<file path="config.mk">
export PLATFORM = sky130hd
export DESIGN_NAME = ata_taskfile_command_issue_flat
export DESIGN_NICKNAME = d
export VERILOG_FILES = /design/src/hdl/atatf_pkg.sv /design/src/hdl/atatf_if.sv /design/src/hdl/atatf_decode.sv /design/src/hdl/atatf_seq.sv /design/src/hdl/atatf_outreg.sv /design/src/hdl/ata_taskfile_command_issue.sv /design/src/flat_wrapper.sv
export SDC_FILE = /design/constraint.sdc
export NUM_CORES = 1
export LEC_CHECK = 0
export ABC_AREA = 0
export BUFFER_PORTS_ARGS = -buffer_cell sky130_fd_sc_hd__buf_2
export CAP_MARGIN = 20
export CORE_UTILIZATION = 32
export DETAILED_ROUTE_END_ITERATION = 10
export HOLD_SLACK_MARGIN = 0.12
export PLACE_DENSITY = 0.59
export SLEW_MARGIN = 40
export SYNTH_ARGS = -nofsm -noshare
export SYNTH_HDL_FRONTEND = slang
export SYNTH_HIERARCHICAL = 1
export SYNTH_SLANG_ARGS = --single-unit
</file>
<file path="constraint.sdc">
create_clock -name clk -period 8.65 [get_ports clk]
set_input_delay 0.865 -clock clk [delete_from_list [all_inputs] [get_ports clk]]
set_output_delay 0.865 -clock clk [all_outputs]
set_load 0.005 [all_outputs]
</file>
<file path="src/hdl/atatf_pkg.sv">
// atatf_pkg: widths, codes, command bytes and shared types of the taskfile issue block
// no dependencies; compiled first
package atatf_pkg;

  localparam int KIND_W       = 3;
  localparam int LBA_W        = 48;
  localparam int COUNT_W      = 16;
  localparam int TARGET_W     = 2;
  localparam int OFFSET_W     = 3;
  localparam int VALUE_W      = 16;
  localparam int STATUS_W     = 2;
  localparam int STEP_W       = 4;
  localparam int SECTOR_SHIFT = 9;
  localparam int BYTES_W      = COUNT_W + SECTOR_SHIFT;
  localparam int LBA28_BITS   = 28;

  // longest single dma transfer in bytes
  localparam int unsigned MAX_DMA_BYTES = 65536;

  // request kinds
  localparam logic [KIND_W-1:0] KIND_PIO28_RD = 3'd0;
  localparam logic [KIND_W-1:0] KIND_PIO28_WR = 3'd1;
  localparam logic [KIND_W-1:0] KIND_PIO48_RD = 3'd2;
  localparam logic [KIND_W-1:0] KIND_PIO48_WR = 3'd3;
  localparam logic [KIND_W-1:0] KIND_DMA_RD   = 3'd4;
  localparam logic [KIND_W-1:0] KIND_DMA_WR   = 3'd5;

  // write targets
  localparam logic [TARGET_W-1:0] TGT_TASKFILE = 2'd0;
  localparam logic [TARGET_W-1:0] TGT_BMCMD    = 2'd1;
  localparam logic [TARGET_W-1:0] TGT_PRD      = 2'd2;
  localparam logic [TARGET_W-1:0] TGT_NONE     = 2'd3;

  // taskfile register offsets
  localparam logic [OFFSET_W-1:0] OFF_NONE    = 3'd0;
  localparam logic [OFFSET_W-1:0] OFF_COUNT   = 3'd2;
  localparam logic [OFFSET_W-1:0] OFF_LBA_LO  = 3'd3;
  localparam logic [OFFSET_W-1:0] OFF_LBA_MID = 3'd4;
  localparam logic [OFFSET_W-1:0] OFF_LBA_HI  = 3'd5;
  localparam logic [OFFSET_W-1:0] OFF_DEVICE  = 3'd6;
  localparam logic [OFFSET_W-1:0] OFF_COMMAND = 3'd7;

  // completion status
  localparam logic [STATUS_W-1:0] ST_OK       = 2'd0;
  localparam logic [STATUS_W-1:0] ST_NO_DEV   = 2'd1;
  localparam logic [STATUS_W-1:0] ST_TOO_LONG = 2'd2;

  // configuration register indexes
  localparam logic CFG_DEVICE_PRESENT = 1'b0;
  localparam logic CFG_DMA_AVAILABLE  = 1'b1;

  // command and control bytes
  localparam logic [7:0] CMD_READ_SECTORS      = 8'h20;
  localparam logic [7:0] CMD_WRITE_SECTORS     = 8'h30;
  localparam logic [7:0] CMD_READ_SECTORS_EXT  = 8'h24;
  localparam logic [7:0] CMD_WRITE_SECTORS_EXT = 8'h34;
  localparam logic [7:0] CMD_READ_DMA          = 8'hC8;
  localparam logic [7:0] CMD_WRITE_DMA         = 8'hCA;
  localparam logic [7:0] CMD_READ_DMA_EXT      = 8'h25;
  localparam logic [7:0] CMD_WRITE_DMA_EXT     = 8'h35;
  localparam logic [7:0] DEV_LBA28             = 8'hE0;
  localparam logic [7:0] DEV_LBA48             = 8'h40;
  localparam logic [7:0] BM_STOP               = 8'h00;
  localparam logic [7:0] BM_DIR_READ           = 8'h08;
  localparam logic [7:0] BM_START              = 8'h01;

  localparam logic [COUNT_W-1:0] DMA28_MAX_COUNT = 16'd256;

  // index of the final write for each request shape
  localparam logic [STEP_W-1:0] LAST_NONE  = 4'd0;
  localparam logic [STEP_W-1:0] LAST_PIO28 = 4'd5;
  localparam logic [STEP_W-1:0] LAST_PIO48 = 4'd9;
  localparam logic [STEP_W-1:0] LAST_DMA28 = 4'd9;
  localparam logic [STEP_W-1:0] LAST_DMA48 = 4'd13;

  // first taskfile write in a dma sequence
  localparam logic [STEP_W-1:0] DMA_TF_FIRST = 4'd3;

  typedef enum logic [2:0] {
    MODE_NONE,
    MODE_PIO28,
    MODE_PIO48,
    MODE_DMA28,
    MODE_DMA48
  } mode_t;

  // a decoded request as held by the sequencer
  typedef struct packed {
    mode_t               mode;
    logic                wr;
    logic [STATUS_W-1:0] status;
    logic [7:0]          cmd;
    logic [LBA_W-1:0]    lba;
    logic [COUNT_W-1:0]  count;
    logic [STEP_W-1:0]   last_step;
  } plan_t;

  // one register write
  typedef struct packed {
    logic [TARGET_W-1:0] target;
    logic [OFFSET_W-1:0] reg_offset;
    logic [VALUE_W-1:0]  write_value;
    logic                last;
    logic [STATUS_W-1:0] status;
  } res_t;

endpackage

</file>
<file path="src/hdl/atatf_if.sv">
// atatf_if: valid/ready channel interfaces for requests, register writes and configuration
// depends on atatf_pkg
interface atatf_req_if import atatf_pkg::*; ();
  logic                valid;
  logic                ready;
  logic [KIND_W-1:0]   kind;
  logic [LBA_W-1:0]    block_address;
  logic [COUNT_W-1:0]  sector_total;

  modport source (output valid, kind, block_address, sector_total, input ready);
  modport sink   (input valid, kind, block_address, sector_total, output ready);
endinterface

interface atatf_res_if import atatf_pkg::*; ();
  logic                valid;
  logic                ready;
  logic [TARGET_W-1:0] target;
  logic [OFFSET_W-1:0] reg_offset;
  logic [VALUE_W-1:0]  write_value;
  logic                last;
  logic [STATUS_W-1:0] status;

  modport source (output valid, target, reg_offset, write_value, last, status, input ready);
  modport sink   (input valid, target, reg_offset, write_value, last, status, output ready);
endinterface

interface atatf_cfg_if;
  logic valid;
  logic ready;
  logic index;
  logic data;

  modport source (output valid, index, data, input ready);
  modport sink   (input valid, index, data, output ready);
endinterface

</file>
<file path="src/hdl/atatf_decode.sv">
// atatf_decode: classifies a request and runs the device, engine and length checks
// depends on atatf_pkg
module atatf_decode import atatf_pkg::*; (
  input  logic [KIND_W-1:0]  kind,
  input  logic [LBA_W-1:0]   block_address,
  input  logic [COUNT_W-1:0] sector_total,
  input  logic               device_present,
  input  logic               dma_available,
  output plan_t              plan
);

  logic [BYTES_W-1:0] bytes;
  logic               too_long;
  logic               wide;

  assign bytes    = {sector_total, {SECTOR_SHIFT{1'b0}}};
  assign too_long = bytes > BYTES_W'(MAX_DMA_BYTES);
  assign wide     = (|block_address[LBA_W-1:LBA28_BITS]) || (sector_total > DMA28_MAX_COUNT);

  always_comb begin
    plan           = '0;
    plan.mode      = MODE_NONE;
    plan.wr        = kind[0];
    plan.lba       = block_address;
    plan.count     = sector_total;
    plan.status    = ST_OK;
    plan.cmd       = 8'h00;
    plan.last_step = LAST_NONE;
    case (kind)
      KIND_PIO28_RD, KIND_PIO28_WR: begin
        if (!device_present) begin
          plan.status = ST_NO_DEV;
        end else begin
          plan.mode      = MODE_PIO28;
          plan.count     = COUNT_W'(1);
          plan.cmd       = kind[0] ? CMD_WRITE_SECTORS : CMD_READ_SECTORS;
          plan.last_step = LAST_PIO28;
        end
      end
      KIND_PIO48_RD, KIND_PIO48_WR: begin
        if (!device_present) begin
          plan.status = ST_NO_DEV;
        end else begin
          plan.mode      = MODE_PIO48;
          plan.cmd       = kind[0] ? CMD_WRITE_SECTORS_EXT : CMD_READ_SECTORS_EXT;
          plan.last_step = LAST_PIO48;
        end
      end
      KIND_DMA_RD, KIND_DMA_WR: begin
        if (!device_present || !dma_available) begin
          plan.status = ST_NO_DEV;
        end else if (sector_total == '0) begin
          plan.status = ST_OK;
        end else if (too_long) begin
          plan.status = ST_TOO_LONG;
        end else if (wide) begin
          plan.mode      = MODE_DMA48;
          plan.cmd       = kind[0] ? CMD_WRITE_DMA_EXT : CMD_READ_DMA_EXT;
          plan.last_step = LAST_DMA48;
        end else begin
          plan.mode      = MODE_DMA28;
          plan.cmd       = kind[0] ? CMD_WRITE_DMA : CMD_READ_DMA;
          plan.last_step = LAST_DMA28;
        end
      end
      default: begin
        plan.status = ST_OK;
      end
    endcase
  end

endmodule

</file>
<file path="src/hdl/atatf_seq.sv">
// atatf_seq: holds the current request and steps through its register writes, one a cycle while res_ready is high
// depends on atatf_pkg
module atatf_seq import atatf_pkg::*; (
  input  logic  clk,
  input  logic  rst,
  input  logic  plan_valid,
  output logic  plan_ready,
  input  plan_t plan,
  output logic  res_valid,
  input  logic  res_ready,
  output res_t  res
);

  typedef struct packed {
    logic [OFFSET_W-1:0] offset;
    logic [7:0]          value;
  } tf_write_t;

  logic              active;
  logic [STEP_W-1:0] step;
  logic [STEP_W-1:0] step_next;
  plan_t             cur;
  logic              adv;
  logic              at_last;
  logic              take;
  logic [STEP_W-1:0] tf_idx;
  logic [BYTES_W-1:0] bytes;
  logic [7:0]        dir;
  tf_write_t         tf;

  function automatic tf_write_t tf28(input logic [STEP_W-1:0] t, input plan_t r);
    tf_write_t w;
    w = '0;
    case (t)
      4'd0: w = '{OFF_DEVICE, DEV_LBA28 | {4'h0, r.lba[27:24]}};
      4'd1: w = '{OFF_COUNT, r.count[7:0]};
      4'd2: w = '{OFF_LBA_LO, r.lba[7:0]};
      4'd3: w = '{OFF_LBA_MID, r.lba[15:8]};
      4'd4: w = '{OFF_LBA_HI, r.lba[23:16]};
      4'd5: w = '{OFF_COMMAND, r.cmd};
      default: w = '0;
    endcase
    return w;
  endfunction

  function automatic tf_write_t tf48(input logic [STEP_W-1:0] t, input plan_t r);
    tf_write_t w;
    w = '0;
    case (t)
      4'd0: w = '{OFF_DEVICE, DEV_LBA48};
      4'd1: w = '{OFF_COUNT, r.count[15:8]};
      4'd2: w = '{OFF_LBA_LO, r.lba[31:24]};
      4'd3: w = '{OFF_LBA_MID, r.lba[39:32]};
      4'd4: w = '{OFF_LBA_HI, r.lba[47:40]};
      4'd5: w = '{OFF_COUNT, r.count[7:0]};
      4'd6: w = '{OFF_LBA_LO, r.lba[7:0]};
      4'd7: w = '{OFF_LBA_MID, r.lba[15:8]};
      4'd8: w = '{OFF_LBA_HI, r.lba[23:16]};
      4'd9: w = '{OFF_COMMAND, r.cmd};
      default: w = '0;
    endcase
    return w;
  endfunction

  assign at_last    = (step == cur.last_step);
  assign adv        = active && res_ready;
  assign plan_ready = !active || (adv && at_last);
  assign take       = plan_valid && plan_ready;
  assign res_valid  = active;
  assign step_next  = step + STEP_W'(1);
  assign tf_idx     = step - DMA_TF_FIRST;
  assign bytes      = {cur.count, {SECTOR_SHIFT{1'b0}}};
  assign dir        = cur.wr ? BM_STOP : BM_DIR_READ;

  // current write
  always_comb begin
    res = '0;
    tf  = '0;
    case (cur.mode)
      MODE_PIO28: begin
        tf = tf28(step, cur);
        res.target      = TGT_TASKFILE;
        res.reg_offset  = tf.offset;
        res.write_value = {8'h00, tf.value};
      end
      MODE_PIO48: begin
        tf = tf48(step, cur);
        res.target      = TGT_TASKFILE;
        res.reg_offset  = tf.offset;
        res.write_value = {8'h00, tf.value};
      end
      MODE_DMA28, MODE_DMA48: begin
        tf = (cur.mode == MODE_DMA48) ? tf48(tf_idx, cur) : tf28(tf_idx, cur);
        if (step == 4'd0) begin
          res.target      = TGT_PRD;
          res.write_value = bytes[VALUE_W-1:0];
        end else if (step == 4'd1) begin
          res.target      = TGT_BMCMD;
          res.write_value = {8'h00, BM_STOP};
        end else if (step == 4'd2) begin
          res.target      = TGT_BMCMD;
          res.write_value = {8'h00, dir};
        end else if (at_last) begin
          res.target      = TGT_BMCMD;
          res.write_value = {8'h00, dir | BM_START};
        end else begin
          res.target      = TGT_TASKFILE;
          res.reg_offset  = tf.offset;
          res.write_value = {8'h00, tf.value};
        end
      end
      default: begin
        res.target = TGT_NONE;
      end
    endcase
    res.last   = at_last;
    res.status = at_last ? cur.status : ST_OK;
  end

  always_ff @(posedge clk) begin
    if (rst) begin
      active <= 1'b0;
      step   <= '0;
    end else if (take) begin
      active <= 1'b1;
      step   <= '0;
    end else if (adv) begin
      if (at_last) begin
        active <= 1'b0;
      end else begin
        step <= step_next;
      end
    end
  end

  always_ff @(posedge clk) begin
    if (take) begin
      cur <= plan;
    end
  end

endmodule

</file>
<file path="src/hdl/atatf_outreg.sv">
// atatf_outreg: result register between the sequencer and the write channel
// depends on atatf_pkg and atatf_res_if
module atatf_outreg import atatf_pkg::*; (
  input  logic               clk,
  input  logic               rst,
  input  logic               in_valid,
  output logic               in_ready,
  input  res_t               in_data,
  atatf_res_if.source        res
);

  logic valid;
  res_t data;

  assign in_ready        = !valid || res.ready;
  assign res.valid       = valid;
  assign res.target      = data.target;
  assign res.reg_offset  = data.reg_offset;
  assign res.write_value = data.write_value;
  assign res.last        = data.last;
  assign res.status      = data.status;

  always_ff @(posedge clk) begin
    if (rst) begin
      valid <= 1'b0;
    end else if (in_ready) begin
      valid <= in_valid;
    end
  end

  always_ff @(posedge clk) begin
    if (in_ready && in_valid) begin
      data <= in_data;
    end
  end

endmodule

</file>
<file path="src/hdl/ata_taskfile_command_issue.sv">
// ata_taskfile_command_issue: top level of the taskfile command issue block
// depends on atatf_pkg, atatf_if, atatf_decode, atatf_seq and atatf_outreg
//
// usage
// - cfg: register writes, index 0 device present, index 1 dma engine available;
//   always ready, both registers clear to 0 at reset; write only while idle
// - req: one transfer request per item (kind, block address, sector count)
// - res: the register writes that start the transfer, one item per write, in
//   order; the final item of a request has last set and carries its status
// - a request gives 1, 6, 10 or 14 writes: one for a refused or ignored
//   request, 6 for pio 28-bit, 10 for pio 48-bit or dma 28-bit, 14 for dma 48-bit
// - the request is registered in the sequencer, and its first write then in the
//   result register before it appears on res
// - throughput: one write per cycle while res.ready is high; the next request is
//   taken in the cycle its predecessor's final write moves into the result
//   register
// - stall: a held res.ready freezes the result register and then the sequencer;
//   req.ready drops until the sequencer can move on; nothing is lost
// - reset (rst, synchronous): sequencer and result register go empty, no
//   clearing pass
module ata_taskfile_command_issue import atatf_pkg::*; (
  input  logic        clk,
  input  logic        rst,
  atatf_cfg_if.sink   cfg,
  atatf_req_if.sink   req,
  atatf_res_if.source res
);

  logic  device_present;
  logic  dma_available;
  plan_t plan;
  logic  seq_valid;
  logic  seq_ready;
  res_t  seq_res;

  // configuration registers, taken at once
  assign cfg.ready = 1'b1;

  always_ff @(posedge clk) begin
    if (rst) begin
      device_present <= 1'b0;
      dma_available  <= 1'b0;
    end else if (cfg.valid) begin
      case (cfg.index)
        CFG_DEVICE_PRESENT: device_present <= cfg.data;
        CFG_DMA_AVAILABLE:  dma_available  <= cfg.data;
        default: begin
        end
      endcase
    end
  end

  // request checks and classification, straight off the request channel
  atatf_decode u_decode (
    .kind           (req.kind),
    .block_address  (req.block_address),
    .sector_total   (req.sector_total),
    .device_present (device_present),
    .dma_available  (dma_available),
    .plan           (plan)
  );

  // write sequencer: one request register and a step count
  atatf_seq u_seq (
    .clk        (clk),
    .rst        (rst),
    .plan_valid (req.valid),
    .plan_ready (req.ready),
    .plan       (plan),
    .res_valid  (seq_valid),
    .res_ready  (seq_ready),
    .res        (seq_res)
  );

  // result register onto the write channel
  atatf_outreg u_outreg (
    .clk      (clk),
    .rst      (rst),
    .in_valid (seq_valid),
    .in_ready (seq_ready),
    .in_data  (seq_res),
    .res      (res)
  );

endmodule

</file>
<file path="src/flat_wrapper.sv">
// flat-port wrapper written by rule: the top's interface ports become plain ports
module ata_taskfile_command_issue_flat import atatf_pkg::*;
  (clk, rst, cfg_valid, cfg_index, cfg_data, cfg_ready, req_valid, req_kind, req_block_address, req_sector_total, req_ready, res_valid, res_target, res_reg_offset, res_write_value, res_last, res_status, res_ready);
  atatf_cfg_if cfg_i ();
  atatf_req_if req_i ();
  atatf_res_if res_i ();
  input  logic clk;
  input  logic rst;
  input wire logic [$bits(cfg_i.valid)-1:0] cfg_valid;
  input wire logic [$bits(cfg_i.index)-1:0] cfg_index;
  input wire logic [$bits(cfg_i.data)-1:0] cfg_data;
  output wire logic [$bits(cfg_i.ready)-1:0] cfg_ready;
  input wire logic [$bits(req_i.valid)-1:0] req_valid;
  input wire logic [$bits(req_i.kind)-1:0] req_kind;
  input wire logic [$bits(req_i.block_address)-1:0] req_block_address;
  input wire logic [$bits(req_i.sector_total)-1:0] req_sector_total;
  output wire logic [$bits(req_i.ready)-1:0] req_ready;
  output wire logic [$bits(res_i.valid)-1:0] res_valid;
  output wire logic [$bits(res_i.target)-1:0] res_target;
  output wire logic [$bits(res_i.reg_offset)-1:0] res_reg_offset;
  output wire logic [$bits(res_i.write_value)-1:0] res_write_value;
  output wire logic [$bits(res_i.last)-1:0] res_last;
  output wire logic [$bits(res_i.status)-1:0] res_status;
  input wire logic [$bits(res_i.ready)-1:0] res_ready;
  assign cfg_i.valid = cfg_valid;
  assign cfg_i.index = cfg_index;
  assign cfg_i.data = cfg_data;
  assign cfg_ready = cfg_i.ready;
  assign req_i.valid = req_valid;
  assign req_i.kind = req_kind;
  assign req_i.block_address = req_block_address;
  assign req_i.sector_total = req_sector_total;
  assign req_ready = req_i.ready;
  assign res_valid = res_i.valid;
  assign res_target = res_i.target;
  assign res_reg_offset = res_i.reg_offset;
  assign res_write_value = res_i.write_value;
  assign res_last = res_i.last;
  assign res_status = res_i.status;
  assign res_i.ready = res_ready;
  ata_taskfile_command_issue u_core (.clk(clk), .rst(rst), .cfg(cfg_i), .req(req_i), .res(res_i));
endmodule
</file>
* Yosys cells after proc, flatten, opt, wreduce, memory -nomap -nowiden
Index checks and enable logic that the tools add are counted.
Storage, ports and cells: bits in registers 114, input port bits 74
Operators by class: add/sub/neg operators 2, order comparisons 2, eq/ne operators 28, mux-type cells 54, bitwise logic cells 2, reduce and logical (&&, ||, !) cells 29
Operator list (count):
- 11-bit case mux with 10 select lines | 2
- 11-bit case mux with 6 select lines | 2
- 19-bit case mux with 3 select lines | 1
- 8-bit 2-to-1 mux | 7
- 4-bit by 3-bit == test with 1-bit output (second input constant) | 8
- 16-bit 2-to-1 mux | 2
- 3-bit 2-to-1 mux | 9
- 25-bit by 17-bit > comparator with 1-bit output (second input constant) | 1
- 8-bit case mux with 3 select lines | 1
- 20-bit 2-to-1 mux | 1
- 4-bit 2-to-1 mux | 5
- 20-bit OR reduction | 1
- 4-bit by 2-bit == test with 1-bit output (second input constant) | 4
- 4-bit == test (second input constant) | 4
- 16-bit by 9-bit > comparator with 1-bit output (second input constant) | 1
- 16-bit logical NOT | 1
- 5-bit 2-to-1 mux | 3
- 3-bit by 2-bit == test with 1-bit output (second input constant) | 4
- 2-bit 2-to-1 mux | 6
- 6-bit 2-to-1 mux | 2
- 4-bit case mux with 3 select lines | 1
- 2-bit OR reduction | 6
- 11-bit 2-to-1 mux | 1
- 3-bit == test (second input constant) | 3
- 17 further kinds | 41

* Depth between registers and ports, before layout
depth in word-level cells 9, gate-level depth with buffers 11, depth with buffers taken out 8

* By module
The synthesis kept the hierarchy.
By module, submodules not included:
- atatf_seq | times used 1, cells an instance 519, area an instance 5372.7 µm²
- atatf_decode | times used 1, cells an instance 109, area an instance 775.7 µm²
- atatf_outreg | times used 1, cells an instance 29, area an instance 775.7 µm²
- ata_taskfile_command_issue | times used 1, cells an instance 11, area an instance 103.8 µm²

* Least setup slack after synthesis
Ideal clock, no wire load.
path kind register -> register, start point reg u_core.u_seq.step[1], end point reg u_core.u_seq.step[0], setup time 0.121 ns, arrival time 5.853 ns, required time 8.529 ns, path slack 2.676 ns, stages on the path, launching flop included 9, buffers on the path 2, period minus slack after synthesis 5.974 ns, cells stage by stage dfxtp_1 > buf_2 > xor2_1 > nor4_1 > buf_2 > nand2_1 > a21oi_1 > or2_2 > nor2_1
Between the ends: longest elaborated chain between the ends 5, elaborated cells on any way between the ends 7, those cells by class eq/ne (1); bitwise (1); reduce/logical (5)
Ends and longest elaborated chain:
- start, declared | RTL line atatf_seq.sv:20 | logic [STEP_W-1:0] step;
- start signal, assigned | RTL line atatf_seq.sv:131 | step <= step_next;
- 4-bit == test | RTL line atatf_seq.sv:65 | assign at_last = (step == cur.last_step);
- named net u_core.u_seq.at_last | RTL line atatf_seq.sv:24 | logic at_last;
- 1-bit logical AND | RTL line atatf_seq.sv:67 | assign plan_ready = !active || (adv && at_last);
- 1-bit logical OR | RTL line atatf_seq.sv:67
- 1-bit logical AND | RTL line atatf_seq.sv:68 | assign take = plan_valid && plan_ready;
- named net u_core.u_seq.take | RTL line atatf_seq.sv:25 | logic take;
- 2-bit OR reduction (no source line)
The timed path passes the listed nets, and every way through them passes these cells. A chain may end at the register's enable or synchronous reset.

==> impl_metrics.toml <==
[die]
start_util_pct = 33.02
chipHeight_microns = 150.2
rows = 53
die_w_microns = 150.2
ios = 101
dieArea_sq_mm = 0.02256
coreArea_sq_mm = 0.02129

[worst_setup_path]
r2r-start = "u_core/u_seq/step[0]"
critPathCaptureType = "flop"
worstPathMaxFanout = 32
timing.rr.end = "u_core/u_outreg/res.write_value[4]"
crit_type = "flop to flop"
start_kind = "flop"
required_ns = 8.88
worstPathArrival_ns = 3.83
rrSetupSlack_ns = 5.05
r2r_cells = 8

[sta]
tns_ns = 0
fin_crit_sh_pct = 41.59
tightest_slew_ns = 0.7993
period_needed_ns = 3.597
slew_viol_final = 0
setup_viol = 0
rsz0062_at_grt = "false"
finClkSkew_ns = 0.009193
fmax_ghz = 0.2780
hold_viol_final = 0
slew_headroom_pct = 46.71

[worst_hold_path]
hp-class = "flop to flop"
hold_start = "u_core/device_present"
hold_path_end = "u_core/device_present"
min_delay_path_depth = 2

[logic_synthesis]
postSynthCellCount = 668
ys_seq_area_share_pct = 47.57
yosys-top-cells-area = "edfxtp_1 (45%), buf_4 (6.4%), a22oi_1 (3.2%)"
syn-num-nets = 750
synthFlopType = "edfxtp_1"
yosysWarnings = 6
ys_types = 84
ys_async_sr_fraction_pct = 0
ys_ff_latch = 114
synth.avg_cell_area_sq_um = 10.52
netlist.area_leader.share_pct = 45.29
synth_top_cell_by_area = "edfxtp_1"
synth_edf_count = 106
synth.cell_area_sq_mm = 0.007028

[cells_and_area]
stdcell_count = 986
area_growth_pct = 13.96
drive_above_1_share_pct = 25.21
final_cell_mix = "edfxtp_1 (106), buf_2 (99), nand2_1 (49)"
final_common_cell = "edfxtp_1"
fin_nets = 779

[pwr]
leakage_nw = 2.940
peakVddDrop_mv = 0.1284
power_density_mw_per_mm2 = 197.2

[grt]
grt_overflow = 0
grt_max_degree = 80
grt_antenna_before_repair = 0
track_usage_pct = 19.48
grt_pass1_wl_microns = 32180
grt_pass1_vias = 5407

[cts]
clock_path_buffers = 2
path_clk_slew_ns = 0.06
cts_resized = 0
cts_tree = "yes"
clock_sink_count = 114
postCtsSetupBuffers = 0
ctsHoldBuffers = 0
clk_latency_ns = 0.42
h-tree-depth = 4
cts_buffers = 17
cts_root_buf = "clkbuf_16"

[status]
outcome = "completed"

[detailed_routing]
drc = 0
wl_microns = 21670
via_per_inst = 5.862
wl_per_cell_microns = 21.98
drtAntennaViolNets = 0
firstDrtPassIters = 6
vias = 5780
first_iter_violations = 900

[placement]
gp_congestion = 0.9331
dp.final_hpwl_microns = 15200
numPortBuffers = 99
placedCellCount = 953

[run]
cap_violations = 0
state kept, by name, indices dropped and copies added (netlist names):
signal	cells
u_core/u_outreg/res.status	2
u_core/dma_available	1
u_core/u_outreg/res.reg_offset	3
u_core/u_outreg/res.target	2
u_core/u_outreg/res.write_value	16
u_core/u_seq/cur	66
u_core/device_present	1
u_core/u_outreg/res.valid	1
u_core/u_seq/step	4
u_core/u_seq/res_valid	1
u_core/u_outreg/res.last	1
u_core/u_seq/bytes	16
cells by family after synthesis:
group           synth area share, %
simple gates                  14.88
buf+inv                       9.827
flops                         47.57
compound gates                23.79
xor+xnor                      1.122
mux                           1.228
fa+ha+maj                     1.424
other cells                  0.1602
how the worst max path moves through the flow:
stage	start	endpoint	slack, ns	depth (start not counted)
floorplan	u_core/u_seq/step[1]	u_core/u_seq/step[0]	2.68	8
global placement	u_core/u_seq/step[0]	u_core/u_outreg/res.write_value[4]	5.27	8
detailed placement	u_core/u_seq/step[0]	u_core/u_outreg/res.write_value[4]	5.13	8
CTS	u_core/u_seq/step[0]	u_core/u_outreg/res.write_value[4]	5.11	8
global route	u_core/u_seq/step[0]	u_core/u_outreg/res.write_value[4]	4.87	8
finish	u_core/u_seq/step[0]	u_core/u_outreg/res.write_value[4]	5.05	8
area by class of cell:
type,count,area (sq um)
flip-flops and latches,114,3344
repair buffers,110,581.8
well taps,275,344.1
inverters,15,56.30
fillers,2131,13280
clock buffers,18,429.2
multi-input cells,439,3039
diodes,1,2.502
clock inverters,14,211.5
routing by layer:
metal  wire length, microns  global-route usage (%)
met2                   9454                   28.96
met3                   2339                   5.303
met1                   9212                   26.24
met5                      0                       0
met4                    661                   8.889
cell usage after synthesis, types with 5 or more instances:
| cell type | n |
|---|---|
| nand3_1 | 15 |
| inv_1 | 14 |
| clkbuf_1 | 21 |
| o22ai_1 | 8 |
| and3_1 | 6 |
| buf_4 | 60 |
| nor2b_1 | 16 |
| nor3_1 | 13 |
| buf_2 | 15 |
| a32o_1 | 6 |
| o21a_1 | 5 |
| a22o_1 | 13 |
| dfxtp_1 | 8 |
| a32oi_1 | 9 |
| edfxtp_1 | 106 |
| a21oi_1 | 31 |
| a21oi_2 | 5 |
| mux2_2 | 5 |
| o211ai_1 | 15 |
| nor4_1 | 13 |
| xor2_1 | 5 |
| ha_1 | 8 |
| nand2_1 | 49 |
| a22oi_1 | 30 |
| o2111ai_1 | 5 |
| nand2b_1 | 8 |
| a31oi_1 | 8 |
| o21ai_0 | 19 |
| nor2_1 | 33 |
| o31ai_1 | 5 |
| and2_1 | 12 |
| a222oi_1 | 13 |
worst max-delay path: stages, from the launching register on:
cell	delay, ns
dfxtp_1	0.62
ha_1	0.23
buf_4	0.36
nand4b_1	0.26
a21oi_2	0.69
o21a_1	0.56
a222oi_1	0.20
nor3b_1	0.18
o311ai_1	0.30
per-stage QoR:
stage	setup slack (ns)	hold slack, ns	total power, W	util [%]	instance area [sq um]
finish	5.053	0.5134	0.001580	37.62	8009
global placement	5.268	0.5120	0.0008206	34.50	7345
CTS	5.107	0.5178	0.001590	37.60	8004
global route	4.873	0.5369	0.001631	37.61	8006
floorplan	2.676	0.4653	0.0007685	-	7028
detailed placement	5.133	0.5063	0.0008207	34.59	7363
power breakdown:
| group | switching [W] | total (W) | internal, W |
|---|---|---|---|
| logic | 0.0000820 | 0.000134 | 0.0000517 |
| clock network | 0.000258 | 0.000768 | 0.000510 |
| registers | 0.0000337 | 0.000678 | 0.000644 |
Power figures use the tool's default switching activity.
